===== config.mk =====
export PLATFORM = sky130hd
export DESIGN_NAME = window_sign_coherence_tracker
export DESIGN_NICKNAME = d
export VERILOG_FILES = /design/src/hw/rtl/wsct_pkg.sv /design/src/hw/rtl/wsct_regs.sv /design/src/hw/rtl/wsct_front.sv /design/src/hw/rtl/wsct_queue.sv /design/src/hw/rtl/wsct_back.sv /design/src/hw/rtl/window_sign_coherence_tracker.sv
export SDC_FILE = /design/constraint.sdc
export NUM_CORES = 2
export LEC_CHECK = 0
export BUFFER_PORTS_ARGS = -buffer_cell sky130_fd_sc_hd__buf_4
export CAP_MARGIN = 20
export CORE_ASPECT_RATIO = 1.1
export CORE_MARGIN = 5
export CORE_UTILIZATION = 56
export CTS_BUF_LIST = sky130_fd_sc_hd__clkbuf_16
export CTS_CLUSTER_DIAMETER = 80
export DETAILED_ROUTE_END_ITERATION = 8
export GPL_ROUTABILITY_DRIVEN = 0
export PLACE_DENSITY = 0.73
export SLEW_MARGIN = 10
export SYNTH_ARGS = -nofsm -noshare
export SYNTH_HDL_FRONTEND = slang
export SYNTH_HIERARCHICAL = 1
export SYNTH_MEMORY_MAX_BITS = 65536
export SYNTH_SLANG_ARGS = --single-unit

===== constraint.sdc =====
create_clock -name i_clk -period 21.1 [get_ports i_clk]
set_input_delay 1.055 -clock i_clk [delete_from_list [all_inputs] [get_ports i_clk]]
set_output_delay 1.055 -clock i_clk [all_outputs]
set_load 0.05 [all_outputs]

===== src/hw/rtl/wsct_pkg.sv =====
// shared types and constants of the window sign coherence tracker
package wsct_pkg;

    // register field widths and reset values
    localparam int FILL_W  = 9;
    localparam int LEVEL_W = 17;
    localparam int QUO_W   = 17;
    localparam int DIV_STEPS = 17;
    localparam int STEP_W  = 5;

    localparam logic [FILL_W-1:0]  RST_WINDOW_LENGTH = 9'd64;
    localparam logic [FILL_W-1:0]  RST_MIN_FILL      = 9'd1;
    localparam logic [LEVEL_W-1:0] RST_HIGH_LEVEL    = 17'd52429;
    localparam logic [LEVEL_W-1:0] RST_LOW_LEVEL     = 17'd32768;

    // register indexes
    localparam int REG_IDX_W = 2;
    localparam logic [REG_IDX_W-1:0] REG_WINDOW_LENGTH = 2'd0;
    localparam logic [REG_IDX_W-1:0] REG_MIN_FILL      = 2'd1;
    localparam logic [REG_IDX_W-1:0] REG_HIGH_LEVEL    = 2'd2;
    localparam logic [REG_IDX_W-1:0] REG_LOW_LEVEL     = 2'd3;

    typedef struct packed {
        logic [FILL_W-1:0]  window_length;
        logic [FILL_W-1:0]  min_fill;
        logic [LEVEL_W-1:0] high_level;
        logic [LEVEL_W-1:0] low_level;
    } t_cfg;

    // one classified request handed from the window side to the divider side
    typedef struct packed {
        logic              eval;
        logic [FILL_W-1:0] fill;
        logic [FILL_W-1:0] agree;
    } t_job;

    typedef struct packed {
        logic full;
        logic empty;
    } t_queue_status;

    typedef enum logic {
        FR_IDLE,
        FR_UPDATE
    } t_front_state;

    typedef enum logic [1:0] {
        BK_IDLE,
        BK_DIV,
        BK_DONE
    } t_back_state;

endpackage


===== src/hw/rtl/wsct_regs.sv =====
// configuration registers behind the apb-style port
module wsct_regs (
    input  logic                i_clk,
    input  logic                i_rst_n,
    input  logic                psel,
    input  logic                penable,
    input  logic                pwrite,
    input  logic [3:0]          paddr,
    input  logic [31:0]         pwdata,
    output logic [31:0]         prdata,
    output logic                pready,
    output wsct_pkg::t_cfg      o_cfg,
    output logic                o_clear
);

    wsct_pkg::t_cfg                    r_cfg;
    logic                              w_write;
    logic [wsct_pkg::REG_IDX_W-1:0]    w_index;

    assign pready  = 1'b1;
    assign w_write = psel & penable & pwrite;
    assign w_index = paddr[3:2];
    assign o_clear = w_write;
    assign o_cfg   = r_cfg;

    // register writes
    always_ff @(posedge i_clk) begin
        if (!i_rst_n) begin
            r_cfg.window_length <= wsct_pkg::RST_WINDOW_LENGTH;
            r_cfg.min_fill      <= wsct_pkg::RST_MIN_FILL;
            r_cfg.high_level    <= wsct_pkg::RST_HIGH_LEVEL;
            r_cfg.low_level     <= wsct_pkg::RST_LOW_LEVEL;
        end else if (w_write) begin
            unique case (w_index)
                wsct_pkg::REG_WINDOW_LENGTH: begin
                    r_cfg.window_length <= pwdata[wsct_pkg::FILL_W-1:0];
                end
                wsct_pkg::REG_MIN_FILL: begin
                    r_cfg.min_fill <= pwdata[wsct_pkg::FILL_W-1:0];
                end
                wsct_pkg::REG_HIGH_LEVEL: begin
                    r_cfg.high_level <= pwdata[wsct_pkg::LEVEL_W-1:0];
                end
                wsct_pkg::REG_LOW_LEVEL: begin
                    r_cfg.low_level <= pwdata[wsct_pkg::LEVEL_W-1:0];
                end
                default: begin
                end
            endcase
        end
    end

    // read data
    always_comb begin
        prdata = '0;
        unique case (w_index)
            wsct_pkg::REG_WINDOW_LENGTH: prdata = 32'(r_cfg.window_length);
            wsct_pkg::REG_MIN_FILL:      prdata = 32'(r_cfg.min_fill);
            wsct_pkg::REG_HIGH_LEVEL:    prdata = 32'(r_cfg.high_level);
            wsct_pkg::REG_LOW_LEVEL:     prdata = 32'(r_cfg.low_level);
            default:                     prdata = '0;
        endcase
    end

endmodule


===== src/hw/rtl/wsct_front.sv =====
// window side: accepts samples, keeps the ring window, sum and negative count
module wsct_front #(
    parameter int MAX_WINDOW  = 256,
    parameter int SAMPLE_BITS = 16
) (
    input  logic                          i_clk,
    input  logic                          i_rst_n,
    input  wsct_pkg::t_cfg                i_cfg,
    input  logic                          i_clear,
    input  logic                          i_valid,
    output logic                          o_ready,
    input  logic signed [SAMPLE_BITS-1:0] i_sample,
    output logic                          o_push,
    output wsct_pkg::t_job                o_job,
    input  wsct_pkg::t_queue_status       i_q_status
);

    localparam int PW    = (MAX_WINDOW > 1) ? $clog2(MAX_WINDOW) : 1;
    localparam int SUM_W = SAMPLE_BITS + wsct_pkg::FILL_W;
    localparam int FW    = wsct_pkg::FILL_W;

    wsct_pkg::t_front_state r_state, n_state;

    logic [SAMPLE_BITS-1:0] r_store [MAX_WINDOW];
    logic [SAMPLE_BITS-1:0] r_old;
    logic [SAMPLE_BITS-1:0] r_sample;
    logic [PW-1:0]          r_wptr;
    logic [FW-1:0]          r_fill;
    logic [SUM_W-1:0]       r_sum;
    logic [FW-1:0]          r_neg;

    logic [FW-1:0]    w_len;
    logic             w_full;
    logic [SUM_W-1:0] w_old_ext;
    logic [SUM_W-1:0] w_new_ext;
    logic [SUM_W-1:0] w_sum_next;
    logic [FW-1:0]    w_neg_next;
    logic [FW-1:0]    w_fill_next;
    logic [PW-1:0]    w_wptr_next;
    logic             w_accept;

    // effective window length
    always_comb begin
        if (i_cfg.window_length == '0) begin
            w_len = FW'(1);
        end else if (32'(i_cfg.window_length) > 32'(MAX_WINDOW)) begin
            w_len = FW'(MAX_WINDOW);
        end else begin
            w_len = i_cfg.window_length;
        end
    end

    // window update arithmetic
    assign w_full      = (r_fill >= w_len);
    assign w_old_ext   = {{FW{r_old[SAMPLE_BITS-1]}}, r_old};
    assign w_new_ext   = {{FW{r_sample[SAMPLE_BITS-1]}}, r_sample};
    assign w_sum_next  = r_sum - (w_full ? w_old_ext : '0) + w_new_ext;
    assign w_neg_next  = r_neg - FW'(w_full & r_old[SAMPLE_BITS-1])
                         + FW'(r_sample[SAMPLE_BITS-1]);
    assign w_fill_next = w_full ? r_fill : r_fill + FW'(1);

    always_comb begin
        if ((32'(r_wptr) + 32'd1) == 32'(w_len)) begin
            w_wptr_next = '0;
        end else begin
            w_wptr_next = r_wptr + PW'(1);
        end
    end

    // classified request for the divider side
    always_comb begin
        o_job.fill  = w_fill_next;
        o_job.eval  = (w_fill_next >= i_cfg.min_fill) && (w_fill_next != '0);
        o_job.agree = w_sum_next[SUM_W-1] ? w_neg_next : (w_fill_next - w_neg_next);
    end

    // next state
    always_comb begin
        n_state = r_state;
        unique case (r_state)
            wsct_pkg::FR_IDLE: begin
                if (i_valid) begin
                    n_state = wsct_pkg::FR_UPDATE;
                end
            end
            wsct_pkg::FR_UPDATE: begin
                if (!i_q_status.full) begin
                    n_state = wsct_pkg::FR_IDLE;
                end
            end
            default: n_state = wsct_pkg::FR_IDLE;
        endcase
    end

    // state outputs
    always_comb begin
        o_ready = 1'b0;
        o_push  = 1'b0;
        unique case (r_state)
            wsct_pkg::FR_IDLE:   o_ready = 1'b1;
            wsct_pkg::FR_UPDATE: o_push  = ~i_q_status.full;
            default: begin
            end
        endcase
    end

    assign w_accept = i_valid & o_ready;

    // sample store, read ahead at the write pointer
    always_ff @(posedge i_clk) begin
        if (o_push) begin
            r_store[r_wptr] <= r_sample;
        end
        r_old <= r_store[r_wptr];
    end

    // accepted sample
    always_ff @(posedge i_clk) begin
        if (w_accept) begin
            r_sample <= i_sample;
        end
    end

    // control and window state
    always_ff @(posedge i_clk) begin
        if (!i_rst_n) begin
            r_state <= wsct_pkg::FR_IDLE;
            r_wptr  <= '0;
            r_fill  <= '0;
            r_sum   <= '0;
            r_neg   <= '0;
        end else begin
            r_state <= n_state;
            if (i_clear) begin
                r_wptr <= '0;
                r_fill <= '0;
                r_sum  <= '0;
                r_neg  <= '0;
            end else if (o_push) begin
                r_wptr <= w_wptr_next;
                r_fill <= w_fill_next;
                r_sum  <= w_sum_next;
                r_neg  <= w_neg_next;
            end
        end
    end

endmodule


===== src/hw/rtl/wsct_queue.sv =====
// two-entry request queue between the window side and the divider side
module wsct_queue (
    input  logic                     i_clk,
    input  logic                     i_rst_n,
    input  logic                     i_push,
    input  wsct_pkg::t_job           i_job,
    input  logic                     i_pop,
    output wsct_pkg::t_job           o_job,
    output wsct_pkg::t_queue_status  o_status
);

    wsct_pkg::t_job r_entry [2];
    logic           r_wr;
    logic           r_rd;
    logic [1:0]     r_cnt;

    assign o_job           = r_entry[r_rd];
    assign o_status.full   = (r_cnt == 2'd2);
    assign o_status.empty  = (r_cnt == 2'd0);

    // storage
    always_ff @(posedge i_clk) begin
        if (i_push) begin
            r_entry[r_wr] <= i_job;
        end
    end

    // pointers and occupancy
    always_ff @(posedge i_clk) begin
        if (!i_rst_n) begin
            r_wr  <= 1'b0;
            r_rd  <= 1'b0;
            r_cnt <= '0;
        end else begin
            if (i_push) begin
                r_wr <= ~r_wr;
            end
            if (i_pop) begin
                r_rd <= ~r_rd;
            end
            case ({i_push, i_pop})
                2'b10:   r_cnt <= r_cnt + 2'd1;
                2'b01:   r_cnt <= r_cnt - 2'd1;
                default: r_cnt <= r_cnt;
            endcase
        end
    end

endmodule


===== src/hw/rtl/wsct_back.sv =====
// divider side: serial coherence division, level tests, events and counters
module wsct_back (
    input  logic                                 i_clk,
    input  logic                                 i_rst_n,
    input  wsct_pkg::t_cfg                       i_cfg,
    input  wsct_pkg::t_job                       i_job,
    input  wsct_pkg::t_queue_status              i_q_status,
    output logic                                 o_pop,
    output logic                                 o_valid,
    input  logic                                 i_ready,
    output logic [wsct_pkg::QUO_W-1:0]           o_coherence,
    output logic                                 o_high_event,
    output logic                                 o_low_event,
    output logic [31:0]                          o_high_event_count,
    output logic [31:0]                          o_low_event_count,
    output logic [31:0]                          o_sample_count
);

    localparam int FW = wsct_pkg::FILL_W;

    wsct_pkg::t_back_state r_state, n_state;

    logic                          r_eval;
    logic [FW-1:0]                 r_fill;
    logic [FW-1:0]                 r_agree;
    logic [FW-1:0]                 r_rem;
    logic [wsct_pkg::QUO_W-1:0]    r_quo;
    logic [wsct_pkg::STEP_W-1:0]   r_step;
    logic                          r_prev_high;
    logic                          r_prev_low;
    logic [31:0]                   r_high_cnt;
    logic [31:0]                   r_low_cnt;
    logic [31:0]                   r_total_cnt;
    logic                          r_valid;

    logic          w_step;
    logic          w_load;
    logic          w_last;
    logic [FW:0]   w_trial;
    logic          w_ge;
    logic          w_cur_high;
    logic          w_cur_low;
    logic          w_high_ev;
    logic          w_low_ev;

    assign w_last = (r_step == wsct_pkg::STEP_W'(wsct_pkg::DIV_STEPS - 1));

    // next state
    always_comb begin
        n_state = r_state;
        unique case (r_state)
            wsct_pkg::BK_IDLE: begin
                if (!i_q_status.empty) begin
                    n_state = i_job.eval ? wsct_pkg::BK_DIV : wsct_pkg::BK_DONE;
                end
            end
            wsct_pkg::BK_DIV: begin
                if (w_last) begin
                    n_state = wsct_pkg::BK_DONE;
                end
            end
            wsct_pkg::BK_DONE: begin
                if (!r_valid || i_ready) begin
                    n_state = wsct_pkg::BK_IDLE;
                end
            end
            default: n_state = wsct_pkg::BK_IDLE;
        endcase
    end

    // state outputs
    always_comb begin
        o_pop  = 1'b0;
        w_step = 1'b0;
        w_load = 1'b0;
        unique case (r_state)
            wsct_pkg::BK_IDLE: o_pop  = ~i_q_status.empty;
            wsct_pkg::BK_DIV:  w_step = 1'b1;
            wsct_pkg::BK_DONE: w_load = ~r_valid | i_ready;
            default: begin
            end
        endcase
    end

    // restoring division step: agree * 65536 / fill, one quotient bit a cycle
    assign w_trial = (r_step == '0) ? {1'b0, r_agree} : {r_rem, 1'b0};
    assign w_ge    = (w_trial >= {1'b0, r_fill});

    // level tests on the quotient and remainder
    assign w_cur_high = (r_quo >= i_cfg.high_level);
    assign w_cur_low  = (r_quo < i_cfg.low_level)
                        || ((r_quo == i_cfg.low_level) && (r_rem == '0));
    assign w_high_ev  = r_eval & w_cur_high & ~r_prev_high;
    assign w_low_ev   = r_eval & w_cur_low & ~r_prev_low;

    // division datapath
    always_ff @(posedge i_clk) begin
        if (o_pop) begin
            r_eval  <= i_job.eval;
            r_fill  <= i_job.fill;
            r_agree <= i_job.agree;
            r_rem   <= '0;
            r_quo   <= '0;
        end else if (w_step) begin
            r_rem <= w_ge ? FW'(w_trial - {1'b0, r_fill}) : FW'(w_trial);
            r_quo <= {r_quo[wsct_pkg::QUO_W-2:0], w_ge};
        end
    end

    // result payload
    always_ff @(posedge i_clk) begin
        if (w_load) begin
            o_coherence  <= r_eval ? r_quo : '0;
            o_high_event <= w_high_ev;
            o_low_event  <= w_low_ev;
        end
    end

    // control, edge history and counters
    always_ff @(posedge i_clk) begin
        if (!i_rst_n) begin
            r_state     <= wsct_pkg::BK_IDLE;
            r_step      <= '0;
            r_prev_high <= 1'b0;
            r_prev_low  <= 1'b0;
            r_high_cnt  <= '0;
            r_low_cnt   <= '0;
            r_total_cnt <= '0;
            r_valid     <= 1'b0;
        end else begin
            r_state <= n_state;
            if (o_pop) begin
                r_step <= '0;
            end else if (w_step) begin
                r_step <= r_step + wsct_pkg::STEP_W'(1);
            end
            if (w_load) begin
                r_valid     <= 1'b1;
                r_total_cnt <= r_total_cnt + 32'd1;
                if (r_eval) begin
                    r_prev_high <= w_cur_high;
                    r_prev_low  <= w_cur_low;
                end
                if (w_high_ev) begin
                    r_high_cnt <= r_high_cnt + 32'd1;
                end
                if (w_low_ev) begin
                    r_low_cnt <= r_low_cnt + 32'd1;
                end
            end else if (i_ready) begin
                r_valid <= 1'b0;
            end
        end
    end

    assign o_valid            = r_valid;
    assign o_high_event_count = r_high_cnt;
    assign o_low_event_count  = r_low_cnt;
    assign o_sample_count     = r_total_cnt;

endmodule


===== src/hw/rtl/window_sign_coherence_tracker.sv =====
// top level of the window sign coherence tracker
//
// Input channel (i_valid / o_ready / i_sample) takes one signed sample per
// request; output channel (o_valid / i_ready and the o_* fields) gives one
// result per sample, in order: the Q1.16 coherence of the window, the high
// and low event flags, and the wrapping event and sample counters.
// The window side accepts a sample, then updates the window (waiting while the
// queue is full) and hands a classified request to a two-entry queue, so it can
// take new samples while the divider is busy. The divider side pops a request,
// runs a restoring division of 17 steps (one quotient bit a cycle) and loads
// the output register; a steady stream is paced by the serial divider (pop,
// 17 division steps, load). Underfilled windows skip the division and go from
// pop straight to load.
// When the receiver stalls, the result stays in the output register, the
// divider finishes its next request and waits, the queue fills and then
// o_ready drops. Reset (synchronous, active low) empties the window, clears
// counters and event history and loads the default register values; a
// register write over the apb-style port also empties the window and must
// only be issued while no request is in flight.
module window_sign_coherence_tracker #(
    parameter int MAX_WINDOW  = 256,
    parameter int SAMPLE_BITS = 16
) (
    input  logic                             i_clk,
    input  logic                             i_rst_n,
    input  logic                             psel,
    input  logic                             penable,
    input  logic                             pwrite,
    input  logic [3:0]                       paddr,
    input  logic [31:0]                      pwdata,
    output logic [31:0]                      prdata,
    output logic                             pready,
    input  logic                             i_valid,
    output logic                             o_ready,
    input  logic signed [SAMPLE_BITS-1:0]    i_sample,
    output logic                             o_valid,
    input  logic                             i_ready,
    output logic [wsct_pkg::QUO_W-1:0]       o_coherence,
    output logic                             o_high_event,
    output logic                             o_low_event,
    output logic [31:0]                      o_high_event_count,
    output logic [31:0]                      o_low_event_count,
    output logic [31:0]                      o_sample_count
);

    wsct_pkg::t_cfg          w_cfg;
    logic                    w_clear;
    logic                    w_push;
    logic                    w_pop;
    wsct_pkg::t_job          w_front_job;
    wsct_pkg::t_job          w_queue_job;
    wsct_pkg::t_queue_status w_q_status;

    // configuration registers
    wsct_regs u_regs (
        .i_clk   (i_clk),
        .i_rst_n (i_rst_n),
        .psel    (psel),
        .penable (penable),
        .pwrite  (pwrite),
        .paddr   (paddr),
        .pwdata  (pwdata),
        .prdata  (prdata),
        .pready  (pready),
        .o_cfg   (w_cfg),
        .o_clear (w_clear)
    );

    // window side
    wsct_front #(
        .MAX_WINDOW  (MAX_WINDOW),
        .SAMPLE_BITS (SAMPLE_BITS)
    ) u_front (
        .i_clk      (i_clk),
        .i_rst_n    (i_rst_n),
        .i_cfg      (w_cfg),
        .i_clear    (w_clear),
        .i_valid    (i_valid),
        .o_ready    (o_ready),
        .i_sample   (i_sample),
        .o_push     (w_push),
        .o_job      (w_front_job),
        .i_q_status (w_q_status)
    );

    // request queue
    wsct_queue u_queue (
        .i_clk    (i_clk),
        .i_rst_n  (i_rst_n),
        .i_push   (w_push),
        .i_job    (w_front_job),
        .i_pop    (w_pop),
        .o_job    (w_queue_job),
        .o_status (w_q_status)
    );

    // divider side and output register
    wsct_back u_back (
        .i_clk              (i_clk),
        .i_rst_n            (i_rst_n),
        .i_cfg              (w_cfg),
        .i_job              (w_queue_job),
        .i_q_status         (w_q_status),
        .o_pop              (w_pop),
        .o_valid            (o_valid),
        .i_ready            (i_ready),
        .o_coherence        (o_coherence),
        .o_high_event       (o_high_event),
        .o_low_event        (o_low_event),
        .o_high_event_count (o_high_event_count),
        .o_low_event_count  (o_low_event_count),
        .o_sample_count     (o_sample_count)
    );

endmodule


==> results.sh <==
export IMPL_ir_drop_v=0.0000731
export IMPL_hpwl_mm=254
export IMPL_cp_cell_sequence="nor2_1 > a31oi_1 > nor2_1 > ha_1 > nand2b_1 > a31oi_1 > o21a_1 > nand2b_1 > buf_4 > and2_1 > ha_1 > inv_1 > ha_1 > fa_1 > a211oi_1 > o211ai_1 > a21oi_1 > o21ai_0 > a2111oi_0 > o31ai_1 > xor2_1 > nor3_1 > xor2_1"
export IMPL_path_clk_slew_ns=0.07
export IMPL_critPathRequiredTime_ns=21.80
export IMPL_fin_crit_sh=0.327
export IMPL_total_power_w=0.0189
export IMPL_synthCells=8317
export IMPL_status="complete, but fails checks"
export IMPL_cp_max_fo=22
export IMPL_seq_area_frac_synth=0.746
export IMPL_violations="max-slew violations"
export IMPL_synth_area_per_cell_um2=21.1
export IMPL_core_um2=312000
export IMPL_hold_viol_final=0
export IMPL_tns_ns=0
export IMPL_grt_usage=0.272
export IMPL_synth_edff_count=4188
export IMPL_die_area_um2=325000
export IMPL_dr_wl_met3_mm=46.4
export IMPL_cts_sinks=4445
export IMPL_maxCapViolCount=0
export IMPL_cpMostUsedCell="ha_1"
export IMPL_slew_viol_final=7
export IMPL_post_cts_buffers=0
export IMPL_layout_min_cycle_time_ns=6.91
export IMPL_path_class="reg2reg"
export IMPL_worst_slew_pin_slew_ns=1.50
export IMPL_crit_slowest_cell="xor2_1"
export IMPL_io_pins=209
export IMPL_port_buffers=175
export IMPL_critPathArrivalTime_ns=7.61
export IMPL_grt_max_degree=256
export IMPL_max_freq_mhz=145
export IMPL_synth_cell_area_um2=175000
export IMPL_slew_headroom=-0.000656
export IMPL_synth_top_area_cell="edfxtp_1"
export IMPL_antenna_found_initial=25
export IMPL_cts_resized=0
export IMPL_layout_nets=9072
export IMPL_async_flop_share=0
export IMPL_wirelength_mm=444
export IMPL_cp_start_kind="flop"
export IMPL_skew_ns=0.0735
export IMPL_ys_seq_elements=4445
export IMPL_yosysWarnings=6
export IMPL_vias=88300
export IMPL_filler_cell_count=20000
export IMPL_synth_main_ff_cell="edfxtp_1"
export IMPL_drive_gt1_frac=0.295
export IMPL_synth_area_leaders="edfxtp_1 (72%), mux4_2 (17%), dfxtp_1 (2.9%), nor2_1 (0.87%), ha_1 (0.81%)"
export IMPL_wire_per_inst_um=33.2
export IMPL_area_growth_pct=12.8
export IMPL_grt_pass1_wl_mm=637
export IMPL_drtIter0Drc=12700
export IMPL_clk_latency_ns=0.99
export IMPL_cts_root_buf="clkbuf_16"
export IMPL_start_util=0.562
export IMPL_power_leakage_nw=61.6
export IMPL_vias_per_cell=6.61
export IMPL_cts_hold_buf=0
export IMPL_firstDrtPassIters=5
export IMPL_overflow=0
export IMPL_hp_class="in2reg"
export IMPL_tritoncts="built"
export IMPL_top_layer_used="met5"
export IMPL_die_h_um=597
export IMPL_htree_levels=5
export IMPL_end_kind="flop"
export IMPL_clockBufferDepth=4
export IMPL_wl_met2_mm=217
export IMPL_ys_types=78
export IMPL_cpPeakStageDelay_ns=0.89
export IMPL_rsz0062_at_grt="no"
export IMPL_grt_pass1_vias=88800
export IMPL_drc=0
export IMPL_die_x_um=544
export IMPL_p_per_area_nw_per_um2=95.3
export IMPL_wl_met1_mm=157
export IMPL_setup_viol_count_final=0
export IMPL_numCtsBuffers=425
export IMPL_antenna_left=0
export IMPL_std_cell_rows=215
export IMPL_synth_top_area_share=0.717
==> power breakdown <==
part	leakage, nW	switching [W]	total (W)	internal (W)
clock	7.05	0.00330	0.00756	0.00426
combinational	14.8	0.000881	0.00150	0.000618
sequential	39.8	0.0000568	0.00981	0.00976
==> synth_stat cells, drive strengths merged, types with 17 or more instances <==
cell,instances
ha,113
a31oi,17
a21o,19
buf,235
o21ai,86
xnor2,82
mux4,1314
nor3,37
or3,31
nand4,49
nand3,87
mux2i,72
dfxtp,257
nand2,252
inv,192
nand2b,28
and3,37
nor4,25
and2,51
a21oi,157
fa,27
edfxtp,4188
mux2,34
nor2,409
xor2,46
clkbuf,211
nor2b,73
==> worst max-delay path, delay by kind of cell (launching register included) <==
family	cells	cell delay, ns
buffers and inverters	2	0.25
AND/OR/NAND/NOR	6	0.80
adder cells (fa/ha/maj)	4	1.30
flip-flops	1	0.53
AO/OA/AOI/OAI	9	2.65
XOR/XNOR	2	1.09
==> metrics by stage <==
| step | setup WS [ns] | hold slack, ns | area [µm²] | cells | utilization |
|---|---|---|---|---|---|
| after CTS | 14.25 | 0.185 | 198000 | 13300 | 0.633 |
| after detailed placement | 14.34 | 0.450 | 184000 | 12500 | 0.589 |
| after floorplan | 13.02 | 0.432 | 176000 | 8331 | - |
| after global placement | 14.42 | 0.440 | 183000 | 12500 | 0.587 |
| final | 14.19 | 0.250 | 198000 | 13400 | 0.634 |
| after global routing | 13.70 | 0.209 | 198000 | 13400 | 0.634 |
==> path summary, 6_finish.rpt <==
kind	endpoint	from	slack [ns]	cells past startpoint
max reg2reg	u_queue/r_entry[1][8]	u_regs/o_cfg[49]	14.19	23
max	u_queue/r_entry[1][8]	u_regs/o_cfg[49]	14.19	23
min	u_front/r_sample[15]	i_sample[15]	0.25	1
min reg2reg	u_front/r_sum[9]	u_front/r_sum[9]	0.46	2
==> layer usage <==
layer  track usage  up-vias
li1              -    35400
met1         0.369    46400
met2         0.433     5540
met3        0.0560      951
met4         0.120        8
met5             0        -
==> layout make-up <==
cell class                      instances  area (µm²)  share of cell area
Sequential cell                      4445      131000               0.661
Tap cell                             4123        5160              0.0261
Clock buffer                          428       10700              0.0541
Multi-Input combinational cell       3244       42300               0.214
Antenna cell                           11        27.5            0.000139
Inverter                              196         736             0.00372
Timing Repair Buffer                  561        4930              0.0249
Clock inverter                        361        3160              0.0159
==> placed cells by master, fill, tap and decap left out, types with 31 or more instances in the layout <==
cell type / instances
buf_4: 484
xnor2_1: 82
nor2_2: 148
and2_1: 50
mux4_2: 1314
nor2_1: 258
edfxtp_1: 4188
clkinv_1: 113
buf_8: 50
nand3_1: 73
ha_1: 113
o21ai_0: 82
nand2_1: 251
inv_1: 258
mux2_2: 34
clkinv_2: 87
nor2b_1: 70
dfxtp_1: 250
or3_1: 31
clkbuf_16: 428
mux2i_1: 72
a21oi_1: 157
and3_1: 36
xor2_1: 46
bufinv_16: 45
nand4_1: 49
==> state kept, by name (all words and copies together), names as in the netlist, 16 cells and up, named ones only <==
name	flops
u_back/o_coherence	17
u_back/o_high_event_count	32
u_back/o_low_event_count	32
u_back/o_sample_count	32
u_back/r_quo	17
u_front/r_old	16
u_front/r_sample	16
u_front/r_store	4096
u_front/r_sum	25
u_queue/r_entry	38
u_regs/o_cfg	52
==> cells by family after synthesis <==
logic type,Yosys count,share of synthesized area
buffers and inverters,642,0.0162
xor gates and xnor gates,129,0.00652
DFF,4445,0.746
muxes,1420,0.175
AOI/OAI and AO/OA,419,0.0149
adders and majority gates,141,0.0112
and+or+nand+nor,1119,0.0301
other,2,0.0000428
Power figures use the tool's default switching activity.
